$ cat src/hw/rtl/mpr_pkg.sv
// Shared types and constants for the motor PWM ramp profile block.
`timescale 1ns / 1ps

package mpr_pkg;

  localparam int DefaultLevelWidth = 8;
  localparam int DefaultTimerWidth = 12;
  localparam int CfgIndexWidth     = 3;

  // Reset values of the configuration registers
  localparam int UpStepReset        = 5;
  localparam int MaxLevelReset      = 255;
  localparam int DownStepReset      = 1;
  localparam int LowLevelReset      = 150;
  localparam int BrakeStepReset     = 3;
  localparam int FullHoldTicksReset = 800;
  localparam int LowHoldTicksReset  = 200;
  localparam int RestTicksReset     = 2500;

  typedef enum logic [2:0] {
    PhIdle     = 3'd0,
    PhRampUp   = 3'd1,
    PhFull     = 3'd2,
    PhRampDown = 3'd3,
    PhLow      = 3'd4,
    PhBrake    = 3'd5,
    PhRest     = 3'd6
  } phase_e;

  typedef enum logic [1:0] {
    CmdNone  = 2'd0,
    CmdDown  = 2'd1,
    CmdUp    = 2'd2,
    CmdCycle = 2'd3
  } cmd_e;

  typedef enum logic [CfgIndexWidth-1:0] {
    CfgUpStep        = 3'd0,
    CfgMaxLevel      = 3'd1,
    CfgDownStep      = 3'd2,
    CfgLowLevel      = 3'd3,
    CfgBrakeStep     = 3'd4,
    CfgFullHoldTicks = 3'd5,
    CfgLowHoldTicks  = 3'd6,
    CfgRestTicks     = 3'd7
  } cfg_index_e;

endpackage

$ cat src/hw/rtl/motor_pwm_ramp_profile.sv
// Top level of the trapezoidal motor PWM ramp profile generator.
`timescale 1ns / 1ps

// One input beat is one control tick and yields exactly one result beat, registered, in the
// cycle after acceptance. A tick can be accepted in every cycle: the next profile state
// (phase, level, tick counter, direction, cycle flag) is computed combinationally through
// short compare and add or subtract logic. The input is ready whenever the result
// register is empty or its beat is taken in the same cycle, so ticks flow back to back
// while the output is ready; a result held off by the receiver stalls the input until it
// is taken. Configuration writes are always taken (cfg_ready_o is high) and must only be
// issued while no tick is in flight. There is no clearing pass after reset.
module motor_pwm_ramp_profile #(
  parameter int LEVEL_WIDTH = mpr_pkg::DefaultLevelWidth,
  parameter int TIMER_WIDTH = mpr_pkg::DefaultTimerWidth,
  parameter int CFG_WIDTH   = (LEVEL_WIDTH > TIMER_WIDTH) ? LEVEL_WIDTH : TIMER_WIDTH
) (
  input  logic                              clk_i,
  input  logic                              rst_ni,
  input  logic                              in_valid_i,
  output logic                              in_ready_o,
  input  logic [1:0]                        start_cmd_i,
  input  logic                              lower_limit_pressed_i,
  input  logic                              upper_limit_pressed_i,
  output logic                              out_valid_o,
  input  logic                              out_ready_i,
  output logic [LEVEL_WIDTH-1:0]            drive_level_o,
  output logic                              direction_up_o,
  output logic                              busy_res_o,
  output logic [2:0]                        phase_o,
  output logic                              limit_stop_o,
  input  logic                              cfg_valid_i,
  output logic                              cfg_ready_o,
  input  logic [mpr_pkg::CfgIndexWidth-1:0] cfg_index_i,
  input  logic [CFG_WIDTH-1:0]              cfg_data_i
);
  import mpr_pkg::*;

  logic [LEVEL_WIDTH-1:0] up_step_q, max_level_q, down_step_q, low_level_q, brake_step_q;
  logic [TIMER_WIDTH-1:0] full_hold_q, low_hold_q, rest_q;

  phase_e                 phase_q, phase_d;
  logic [LEVEL_WIDTH-1:0] level_q, level_d;
  logic [TIMER_WIDTH-1:0] tick_q, tick_d;
  logic                   dir_q, dir_d;
  logic                   cycle_q, cycle_d;
  logic                   limit_d;

  logic                   out_valid_q;
  logic [LEVEL_WIDTH-1:0] res_level_q;
  logic                   res_dir_q;
  phase_e                 res_phase_q;
  logic                   res_limit_q;

  logic                   in_fire;
  logic                   cfg_fire;
  cfg_index_e             cfg_sel;

  assign in_ready_o  = !out_valid_q || out_ready_i;
  assign in_fire     = in_valid_i && in_ready_o;
  assign cfg_ready_o = 1'b1;
  assign cfg_fire    = cfg_valid_i && cfg_ready_o;
  assign cfg_sel     = cfg_index_e'(cfg_index_i);

  always_ff @(posedge clk_i or negedge rst_ni) begin
    if (!rst_ni) begin
      up_step_q    <= LEVEL_WIDTH'(UpStepReset);
      max_level_q  <= LEVEL_WIDTH'(MaxLevelReset);
      down_step_q  <= LEVEL_WIDTH'(DownStepReset);
      low_level_q  <= LEVEL_WIDTH'(LowLevelReset);
      brake_step_q <= LEVEL_WIDTH'(BrakeStepReset);
      full_hold_q  <= TIMER_WIDTH'(FullHoldTicksReset);
      low_hold_q   <= TIMER_WIDTH'(LowHoldTicksReset);
      rest_q       <= TIMER_WIDTH'(RestTicksReset);
    end else if (cfg_fire) begin
      case (cfg_sel)
        CfgUpStep:        up_step_q    <= cfg_data_i[LEVEL_WIDTH-1:0];
        CfgMaxLevel:      max_level_q  <= cfg_data_i[LEVEL_WIDTH-1:0];
        CfgDownStep:      down_step_q  <= cfg_data_i[LEVEL_WIDTH-1:0];
        CfgLowLevel:      low_level_q  <= cfg_data_i[LEVEL_WIDTH-1:0];
        CfgBrakeStep:     brake_step_q <= cfg_data_i[LEVEL_WIDTH-1:0];
        CfgFullHoldTicks: full_hold_q  <= cfg_data_i[TIMER_WIDTH-1:0];
        CfgLowHoldTicks:  low_hold_q   <= cfg_data_i[TIMER_WIDTH-1:0];
        CfgRestTicks:     rest_q       <= cfg_data_i[TIMER_WIDTH-1:0];
        default: begin
        end
      endcase
    end
  end

  mpr_step #(
    .LEVEL_WIDTH(LEVEL_WIDTH),
    .TIMER_WIDTH(TIMER_WIDTH)
  ) u_step (
    .phase_i              (phase_q),
    .level_i              (level_q),
    .tick_i               (tick_q),
    .dir_i                (dir_q),
    .cycle_i              (cycle_q),
    .start_cmd_i          (start_cmd_i),
    .lower_limit_pressed_i(lower_limit_pressed_i),
    .upper_limit_pressed_i(upper_limit_pressed_i),
    .up_step_i            (up_step_q),
    .max_level_i          (max_level_q),
    .down_step_i          (down_step_q),
    .low_level_i          (low_level_q),
    .brake_step_i         (brake_step_q),
    .full_hold_ticks_i    (full_hold_q),
    .low_hold_ticks_i     (low_hold_q),
    .rest_ticks_i         (rest_q),
    .phase_o              (phase_d),
    .level_o              (level_d),
    .tick_o               (tick_d),
    .dir_o                (dir_d),
    .cycle_o              (cycle_d),
    .limit_o              (limit_d)
  );

  // Advance the profile state once per accepted tick
  always_ff @(posedge clk_i or negedge rst_ni) begin
    if (!rst_ni) begin
      phase_q <= PhIdle;
      level_q <= '0;
      tick_q  <= '0;
      dir_q   <= 1'b0;
      cycle_q <= 1'b0;
    end else if (in_fire) begin
      phase_q <= phase_d;
      level_q <= level_d;
      tick_q  <= tick_d;
      dir_q   <= dir_d;
      cycle_q <= cycle_d;
    end
  end

  always_ff @(posedge clk_i or negedge rst_ni) begin
    if (!rst_ni) begin
      out_valid_q <= 1'b0;
    end else if (in_fire) begin
      out_valid_q <= 1'b1;
    end else if (out_ready_i) begin
      out_valid_q <= 1'b0;
    end
  end

  // Result payload: hold until the beat is taken
  always_ff @(posedge clk_i) begin
    if (in_fire) begin
      res_level_q <= level_d;
      res_dir_q   <= dir_d;
      res_phase_q <= phase_d;
      res_limit_q <= limit_d;
    end
  end

  assign out_valid_o    = out_valid_q;
  assign drive_level_o  = res_level_q;
  assign direction_up_o = res_dir_q;
  assign busy_res_o     = (res_phase_q != PhIdle);
  assign phase_o        = res_phase_q;
  assign limit_stop_o   = res_limit_q;

endmodule

$ cat src/hw/rtl/mpr_step.sv
// Next-state logic of the ramp profile for one tick.
`timescale 1ns / 1ps

module mpr_step #(
  parameter int LEVEL_WIDTH = mpr_pkg::DefaultLevelWidth,
  parameter int TIMER_WIDTH = mpr_pkg::DefaultTimerWidth
) (
  input  mpr_pkg::phase_e         phase_i,
  input  logic [LEVEL_WIDTH-1:0]  level_i,
  input  logic [TIMER_WIDTH-1:0]  tick_i,
  input  logic                    dir_i,
  input  logic                    cycle_i,
  input  logic [1:0]              start_cmd_i,
  input  logic                    lower_limit_pressed_i,
  input  logic                    upper_limit_pressed_i,
  input  logic [LEVEL_WIDTH-1:0]  up_step_i,
  input  logic [LEVEL_WIDTH-1:0]  max_level_i,
  input  logic [LEVEL_WIDTH-1:0]  down_step_i,
  input  logic [LEVEL_WIDTH-1:0]  low_level_i,
  input  logic [LEVEL_WIDTH-1:0]  brake_step_i,
  input  logic [TIMER_WIDTH-1:0]  full_hold_ticks_i,
  input  logic [TIMER_WIDTH-1:0]  low_hold_ticks_i,
  input  logic [TIMER_WIDTH-1:0]  rest_ticks_i,
  output mpr_pkg::phase_e         phase_o,
  output logic [LEVEL_WIDTH-1:0]  level_o,
  output logic [TIMER_WIDTH-1:0]  tick_o,
  output logic                    dir_o,
  output logic                    cycle_o,
  output logic                    limit_o
);
  import mpr_pkg::*;

  phase_e                 ph_s;
  logic [LEVEL_WIDTH-1:0] lvl_s;
  logic [TIMER_WIDTH-1:0] tick_s;
  logic                   dir_s;
  logic                   cyc_s;

  logic [LEVEL_WIDTH-1:0] up_eff;
  logic [LEVEL_WIDTH-1:0] down_eff;
  logic [LEVEL_WIDTH-1:0] brake_eff;
  logic [LEVEL_WIDTH:0]   up_sum;
  logic [TIMER_WIDTH:0]   tick_inc;
  logic [LEVEL_WIDTH-1:0] down_gap;
  logic                   limit_hit;
  logic                   moving;

  // A step of zero acts as a step of one
  assign up_eff    = (up_step_i == '0) ? LEVEL_WIDTH'(1) : up_step_i;
  assign down_eff  = (down_step_i == '0) ? LEVEL_WIDTH'(1) : down_step_i;
  assign brake_eff = (brake_step_i == '0) ? LEVEL_WIDTH'(1) : brake_step_i;

  // Take a start command only when idle; it runs its first tick right away
  always_comb begin
    ph_s   = phase_i;
    lvl_s  = level_i;
    tick_s = tick_i;
    dir_s  = dir_i;
    cyc_s  = cycle_i;
    if (phase_i == PhIdle && start_cmd_i != CmdNone) begin
      dir_s  = (start_cmd_i == CmdUp);
      cyc_s  = (start_cmd_i == CmdCycle);
      ph_s   = PhRampUp;
      lvl_s  = '0;
      tick_s = '0;
    end
  end

  assign up_sum   = {1'b0, lvl_s} + {1'b0, up_eff};
  assign tick_inc = {1'b0, tick_s} + (TIMER_WIDTH+1)'(1);
  assign down_gap = lvl_s - low_level_i;
  assign moving   = (ph_s == PhRampUp) || (ph_s == PhFull) || (ph_s == PhRampDown) ||
                    (ph_s == PhLow) || (ph_s == PhBrake);
  assign limit_hit = moving && (dir_s ? upper_limit_pressed_i : lower_limit_pressed_i);

  always_comb begin
    phase_o = ph_s;
    level_o = lvl_s;
    tick_o  = tick_s;
    dir_o   = dir_s;
    cycle_o = cyc_s;
    limit_o = 1'b0;
    if (limit_hit) begin
      limit_o = 1'b1;
      level_o = '0;
      tick_o  = '0;
      phase_o = cyc_s ? PhRest : PhIdle;
    end else begin
      case (ph_s)
        PhIdle: begin
        end
        PhRampUp: begin
          if (up_sum >= {1'b0, max_level_i}) begin
            level_o = max_level_i;
            phase_o = PhFull;
            tick_o  = '0;
          end else begin
            level_o = up_sum[LEVEL_WIDTH-1:0];
          end
        end
        PhFull: begin
          if (tick_inc >= {1'b0, full_hold_ticks_i}) begin
            phase_o = (lvl_s > low_level_i) ? PhRampDown : PhLow;
            tick_o  = '0;
          end else begin
            tick_o = tick_inc[TIMER_WIDTH-1:0];
          end
        end
        PhRampDown: begin
          // Land exactly on the low level, then hold it
          if (lvl_s > low_level_i && down_gap > down_eff) begin
            level_o = lvl_s - down_eff;
          end else begin
            if (lvl_s > low_level_i) begin
              level_o = low_level_i;
            end
            phase_o = PhLow;
            tick_o  = '0;
          end
        end
        PhLow: begin
          if (tick_inc >= {1'b0, low_hold_ticks_i}) begin
            tick_o = '0;
            if (lvl_s == '0) begin
              level_o = '0;
              phase_o = cyc_s ? PhRest : PhIdle;
            end else begin
              phase_o = PhBrake;
            end
          end else begin
            tick_o = tick_inc[TIMER_WIDTH-1:0];
          end
        end
        PhBrake: begin
          if (lvl_s > brake_eff) begin
            level_o = lvl_s - brake_eff;
          end else begin
            level_o = '0;
            tick_o  = '0;
            phase_o = cyc_s ? PhRest : PhIdle;
          end
        end
        PhRest: begin
          if (tick_inc >= {1'b0, rest_ticks_i}) begin
            tick_o  = '0;
            level_o = '0;
            // After the down half of a cycle, start the up half
            if (cyc_s && !dir_s) begin
              dir_o   = 1'b1;
              phase_o = PhRampUp;
            end else begin
              cycle_o = 1'b0;
              phase_o = PhIdle;
            end
          end else begin
            tick_o = tick_inc[TIMER_WIDTH-1:0];
          end
        end
        default: begin
          phase_o = PhIdle;
        end
      endcase
    end
  end

endmodule

$ cat config.mk
export PLATFORM = sky130hd
export DESIGN_NAME = motor_pwm_ramp_profile
export DESIGN_NICKNAME = d
export VERILOG_FILES = /design/src/hw/rtl/mpr_pkg.sv /design/src/hw/rtl/motor_pwm_ramp_profile.sv /design/src/hw/rtl/mpr_step.sv
export SDC_FILE = /design/constraint.sdc
export NUM_CORES = 1
export LEC_CHECK = 0
export BUFFER_PORTS_ARGS = -buffer_cell sky130_fd_sc_hd__buf_2
export CAP_MARGIN = 20
export CORE_MARGIN = 2
export CORE_UTILIZATION = 65
export CTS_CLUSTER_SIZE = 12
export DETAILED_ROUTE_END_ITERATION = 10
export PLACE_DENSITY = 0.94
export REMOVE_ABC_BUFFERS = 1
export SETUP_SLACK_MARGIN = 0.15
export SYNTH_ARGS = -nofsm -noshare
export SYNTH_HDL_FRONTEND = slang
export SYNTH_SLANG_ARGS = --single-unit
$ cat constraint.sdc
create_clock -name clk_i -period 15.75 [get_ports clk_i]
set_input_delay 2.3625 -clock clk_i [delete_from_list [all_inputs] [get_ports clk_i]]
set_output_delay 2.3625 -clock clk_i [all_outputs]
set_load 0.01 [all_outputs]
Word-level counts from Yosys, hierarchy flattened:

Index checks and enable logic that the tools add are counted.

* register bits: 115
* output and inout port bits: 17
* bits in writable memories: 0
* bits in latches: 0
* memories kept: 0
* logic and storage cells: 124
* ROM bits: 0

* div/mod/pow operators: 0
* reduce and logical (&&, ||, !) cells: 30
* $add $sub $neg: 5
* eq/ne operators: 15
* bitwise gates (word level): 0
* $lt $le $gt $ge: 7
* mux-type cells: 49
* multiply operators: 0
* shift-type cells: 0

Operators with widths (count)
* $mux 12: 8
* $mux 8: 12
* $pmux 12 s6: 1
* $pmux 8 s5: 1
* $ge 13x12->1: 3
* $mux 3: 11
* $logic_not 8->1: 4
* $gt 8x8->1: 3
* $sub 8x8->8: 3
* $eq 3x3->1 const B: 7
* $pmux 3 s7: 1
* $reduce_and 2->1: 8
* $mux 1: 15
* $add 12x1->13 const B: 1
* $eq 3x2->1 const B: 4
* $add 8x8->9: 1
* $ge 9x8->1: 1
* $logic_not 3->1: 3
* $eq 3x1->1 const B: 2
* $logic_and 1x1->1: 5
* $logic_or 1x1->1: 5
* $eq 2x2->1 const B: 2
* $reduce_bool 2->1: 2
* $reduce_bool 3->1: 1
* $logic_not 1->1: 2

Logic depth before layout (Yosys ltp):

* depth in word-level cells: 10
* depth in mapped cells: 30

Cells and area by module:

Synthesis repeated with hierarchy kept, for this count alone.

* cell total of the unflattened synthesis: 943
* area, all modules: 8987.4 um^2

By module, submodules not included
* mpr_step: cells an instance 703, times used 1, area an instance 4679.5 um^2
* motor_pwm_ramp_profile: cells an instance 240, times used 1, area an instance 4307.9 um^2

Worst setup path before layout:

Ideal clock, no wire load.

* path kind: input port to flip-flop
* from: input start_cmd_i[1]
* to: register res_level_q[7] (netlist: drive_level_o[7]), data pin
* cell stages on the path: 24
* path buffers: 4
* slack: 8.410 ns
* data required time: 15.479 ns
* arrival time: 7.069 ns
* cell sequence: buf_6 o21ba_1 buf_4 nand2_1 buf_2 clkbuf_1 nand2_1 xnor2_1 ha_1 a21o_1 o221ai_1 a21oi_1 o21a_1 or3_1 and2_1 ha_1 o21ai_0 a21oi_1 nor3_1 nand2_1 a31oi_1 o311ai_1 a2111oi_2 a21oi_1

* cells in the longest elaborated chain, start to end: 10
* elaborated cells on any way between the ends: 41
* classes of those cells: add/sub (5); order compare (6); eq/ne (7); mux (14); reduce/logical (9)

Ends and longest elaborated chain
* start, declared: line motor_pwm_ramp_profile.sv:21 `input logic [1:0] start_cmd_i,`
* branches (longest 9 deep; another with $add 12x1->13)
* $mux 8 *: line mpr_step.sv:83 `if (limit_hit) begin`
* named net level_d[7]: line motor_pwm_ramp_profile.sv:42 `logic [LEVEL_WIDTH-1:0] level_q, level_d;`
* end signal, assigned: line motor_pwm_ramp_profile.sv:148 `res_level_q <= level_d;`
* end, declared: line motor_pwm_ramp_profile.sv:49 `logic [LEVEL_WIDTH-1:0] res_level_q;`

Mark *: on every way through the listed nets, which the timed path passes.
A chain may end at the register's enable or synchronous reset.

Worst setup path in the final report:

Same ends and word-level chain as after synthesis.

==> impl_metrics.ini <==
[critical_path]
cp.depth = 22
startpoint_type = input pin
path_delay_family = simple AND/OR/NAND/NOR gates
crit_fanout = 23
slowest_delay_ns = 0.70
worstPathArrival_ns = 8.46
crit_type = in2reg
endpoint_kind = register
path_buf_inv = 2
worstPathRequired_ns = 15.90
crit_chain = buf_2, o21ba_1, nand2_1, nand2_1, inv_1, ha_1, ha_1, a21o_1, o221ai_1, a21oi_1, o21a_1, or3_1, and2_1, ha_1, o21ai_0, a21oi_1, nor3_1, nand2_1, a31oi_1, o311ai_1, a2111oi_2, a21oi_1
slowest_stage = nand2_1
ff2ff_path_depth = 21

[sta]
fin_crit_sh_pct = 52.8
period_needed_ns = 8.31
maxSlewHeadroom_pct = 28.5
drv_slew = 0
setup_tns_ns = 0
grt_setup_unrepaired = no
clock.fmax_ghz = 0.120
hold_viol = 0
fin_skew_ns = 0.00892
setup_viol_count_final = 0
worst_slew_pin_slew_ns = 1.07

[yosys]
postSynthAreaPerCell_um2 = 8.95
ys.flop_type = dfrtp_1
yosysSeqAreaShare_pct = 33.4
yosys_warnings = 0
synthArstFlopShare_pct = 88.7
synthCells = 998
ys_ff_latch = 115
synth.cell_area_um2 = 8930
synth_edf_count = 13
synth_cell_types = 89

[final_layout]
finalNetCount = 1105
nFillCells = 1002
syn2layout_area_growth_pct = 9.01
diodes = 0
stdcell_area_um2 = 9730
drive_above_1_share_pct = 17.9

[power]
switching_share_pct = 47.0
finalPower_uw = 1980
p_sw_uw = 928
clockPowerShare_pct = 18.5
vdd_drop_max_mv = 0.109
p_int_uw = 1050
pwr-share-comb_pct = 55.8
seq_power_share_pct = 25.7
powerDensity_nw_per_um2 = 203
power.leakage_uw = 0.00427

[placement]
dp_hpwl_um = 19300
placed_area_um2 = 9160
numPortBuffers = 39
routabilityCongestion = 1.02

[die]
die_h_um = 121
core.rowCount = 42
die_area_um2 = 14700
die_x_um = 121
start_util_pct = 66.9
core_um2 = 13300
io_pins = 41

[drt]
vias_per_cell = 6.97
drtIter0Drc = 1188
dr.pass1.iters = 6
wl_per_cell_um = 22.8
totalWireLength_um = 27300
vias = 8352
ant_nets = 0
drc = 0

[clock_tree]
cts_root_buf = clkbuf_16
clk_pin_slew_worst_paths_ns = 0.05
numCtsBuffers = 17
clock_latency_ns = 0.42
cts_resized = 0
cts_sinks = 115
ctsHoldBuffers = 0
cts_tree = built
cts_buffer_depth = 2
cts_setup_buffers = 0
htree_levels = 4

[global_routing]
antenna_found_initial = 0
gr-total-overflow = 0
grt_start_max_net_pins = 64
grt_pass1_wl_um = 42800
grt_pass1_vias = 7786
grtUsageTotal_pct = 38.4

[worst_hold_path]
hold_depth = 1
hp-class = reg2reg

[run_status]
status = finished clean

[flow_run]
max_cap_viol_count = 0
## state kept, by name, summed over array words and instances, names as in the netlist, 8 cells and up
register	count
low_level_q	8
up_step_q	8
max_level_q	8
tick_q	12
rest_q	12
drive_level_o	8
full_hold_q	12
brake_step_q	8
low_hold_q	12
level_q	8
down_step_q	8
## worst register-to-register path: stages (launching register included)
cell and delay, ns:
dfrtp_1 0.51, o21ba_1 0.65, nand2_1 0.71, nand2_1 0.45, inv_1 0.08, ha_1 0.24
ha_1 0.25, a21o_1 0.22, o221ai_1 0.15, a21oi_1 0.13, o21a_1 0.23, or3_1 0.33
and2_1 0.18, ha_1 0.26, o21ai_0 0.21, a21oi_1 0.07, nor3_1 0.53, nand2_1 0.44
a31oi_1 0.27, o311ai_1 0.13, a2111oi_2 0.40, a21oi_1 0.12
## worst paths after layout
path / startpoint / to / slack, ns
min in group asynchronous: rst_ni / rest_q[10]$_DFFE_PN0P_ / 1.92
setup / recovery: start_cmd_i[1] / drive_level_o[7]$_DFFE_PP_ / 7.44
max in group asynchronous: rst_ni / down_step_q[4]$_DFFE_PN0P_ / 12.61
hold / removal: low_hold_q[8]$_DFFE_PN0P_ / low_hold_q[8]$_DFFE_PN0P_ / 0.50
hold reg to reg: low_hold_q[8]$_DFFE_PN0P_ / low_hold_q[8]$_DFFE_PN0P_ / 0.50
setup reg to reg: phase_q[1]$_DFFE_PN0P_ / drive_level_o[7]$_DFFE_PP_ / 8.93
## final cells by class
type / count / area (um^2) / area share [%]
inverters: 79 / 297 / 3.05
well taps: 176 / 220 / 2.26
clock buffers: 24 / 514 / 5.28
flip-flops and latches: 115 / 2980 / 30.6
multi-input cells: 747 / 5410 / 55.5
repair buffers: 49 / 270 / 2.78
clock inverters: 8 / 47.5 / 0.489
## stage by stage
| step | hold WS, ns | worst slack (ns) | utilization [%] | std cells |
|---|---|---|---|---|
| after floorplan | 0.446 | 8.32 | - | 941 |
| after global placement | 0.469 | 7.44 | 68.6 | 1164 |
| after detailed placement | 0.493 | 7.23 | 68.6 | 1164 |
| after CTS | 0.505 | 7.62 | 72.8 | 1196 |
| after global routing | 0.527 | 7.02 | 72.9 | 1198 |
| final | 0.504 | 7.44 | 72.9 | 1198 |
## metal layers
| metal | share of wire [%] | GRT usage [%] |
|---|---|---|
| met4 | 3.9 | 15.2 |
| met1 | 41 | 52.8 |
| met2 | 43 | 57.3 |
| met5 | 0 | 0 |
| met3 | 12 | 10.9 |
## power by group through the flow
stage | clock network, uW | registers [uW] | logic (uW)
after detailed placement | 0 | 501 | 1050
after CTS | 367 | 499 | 1060
after global placement | 0 | 497 | 1020
after floorplan | 0 | 464 | 764
final | 366 | 508 | 1100
after global routing | 381 | 513 | 1190
## logic make-up after synthesis
| kind of cell | count (synthesis) | share of synthesized area [%] |
|---|---|---|
| other | 1 | 0.0420 |
| xor gates and xnor gates | 42 | 4.12 |
| adders and majority gates | 76 | 10.6 |
| buffers and inverters | 136 | 6.10 |
| DFF | 115 | 33.4 |
| AOI/OAI and AO/OA | 282 | 21.9 |
| muxes | 67 | 8.31 |
| and+or+nand+nor | 279 | 15.5 |
## synthesized netlist by cell type (13+ instances only)
library cell	count	area, um^2
nand2_1	88	330
inv_1	77	289
dfrtp_1	74	1850
ha_1	71	888
o21ai_0	59	295
mux2_2	57	642
nor2_1	52	195
a21oi_1	47	235
clkbuf_1	38	143
dfstp_2	28	736
nand3_1	27	135
xnor2_1	26	228
a211oi_1	21	158
nor3_1	19	95.1
a31oi_1	18	113
xor2_1	16	140
nor2b_1	15	93.8
a21o_1	13	97.6
edfxtp_1	13	390
## cells in the final DEF (no fill, tap or decap), drive strengths merged, types with 13 or more instances in the layout
cell type	synthesis	layout
nand2	88	88
inv	78	79
dfrtp	74	74
ha	71	71
o21ai	65	65
mux2	57	57
nor2	53	53
a21oi	48	48
buf	19	48
dfstp	28	28
nand3	27	27
xnor2	26	26
clkbuf	38	25
a211oi	22	22
nor3	20	20
a31oi	18	18
xor2	16	16
nor2b	15	15
a21o	13	13
edfxtp	13	13
Power figures use the tool's default switching activity.
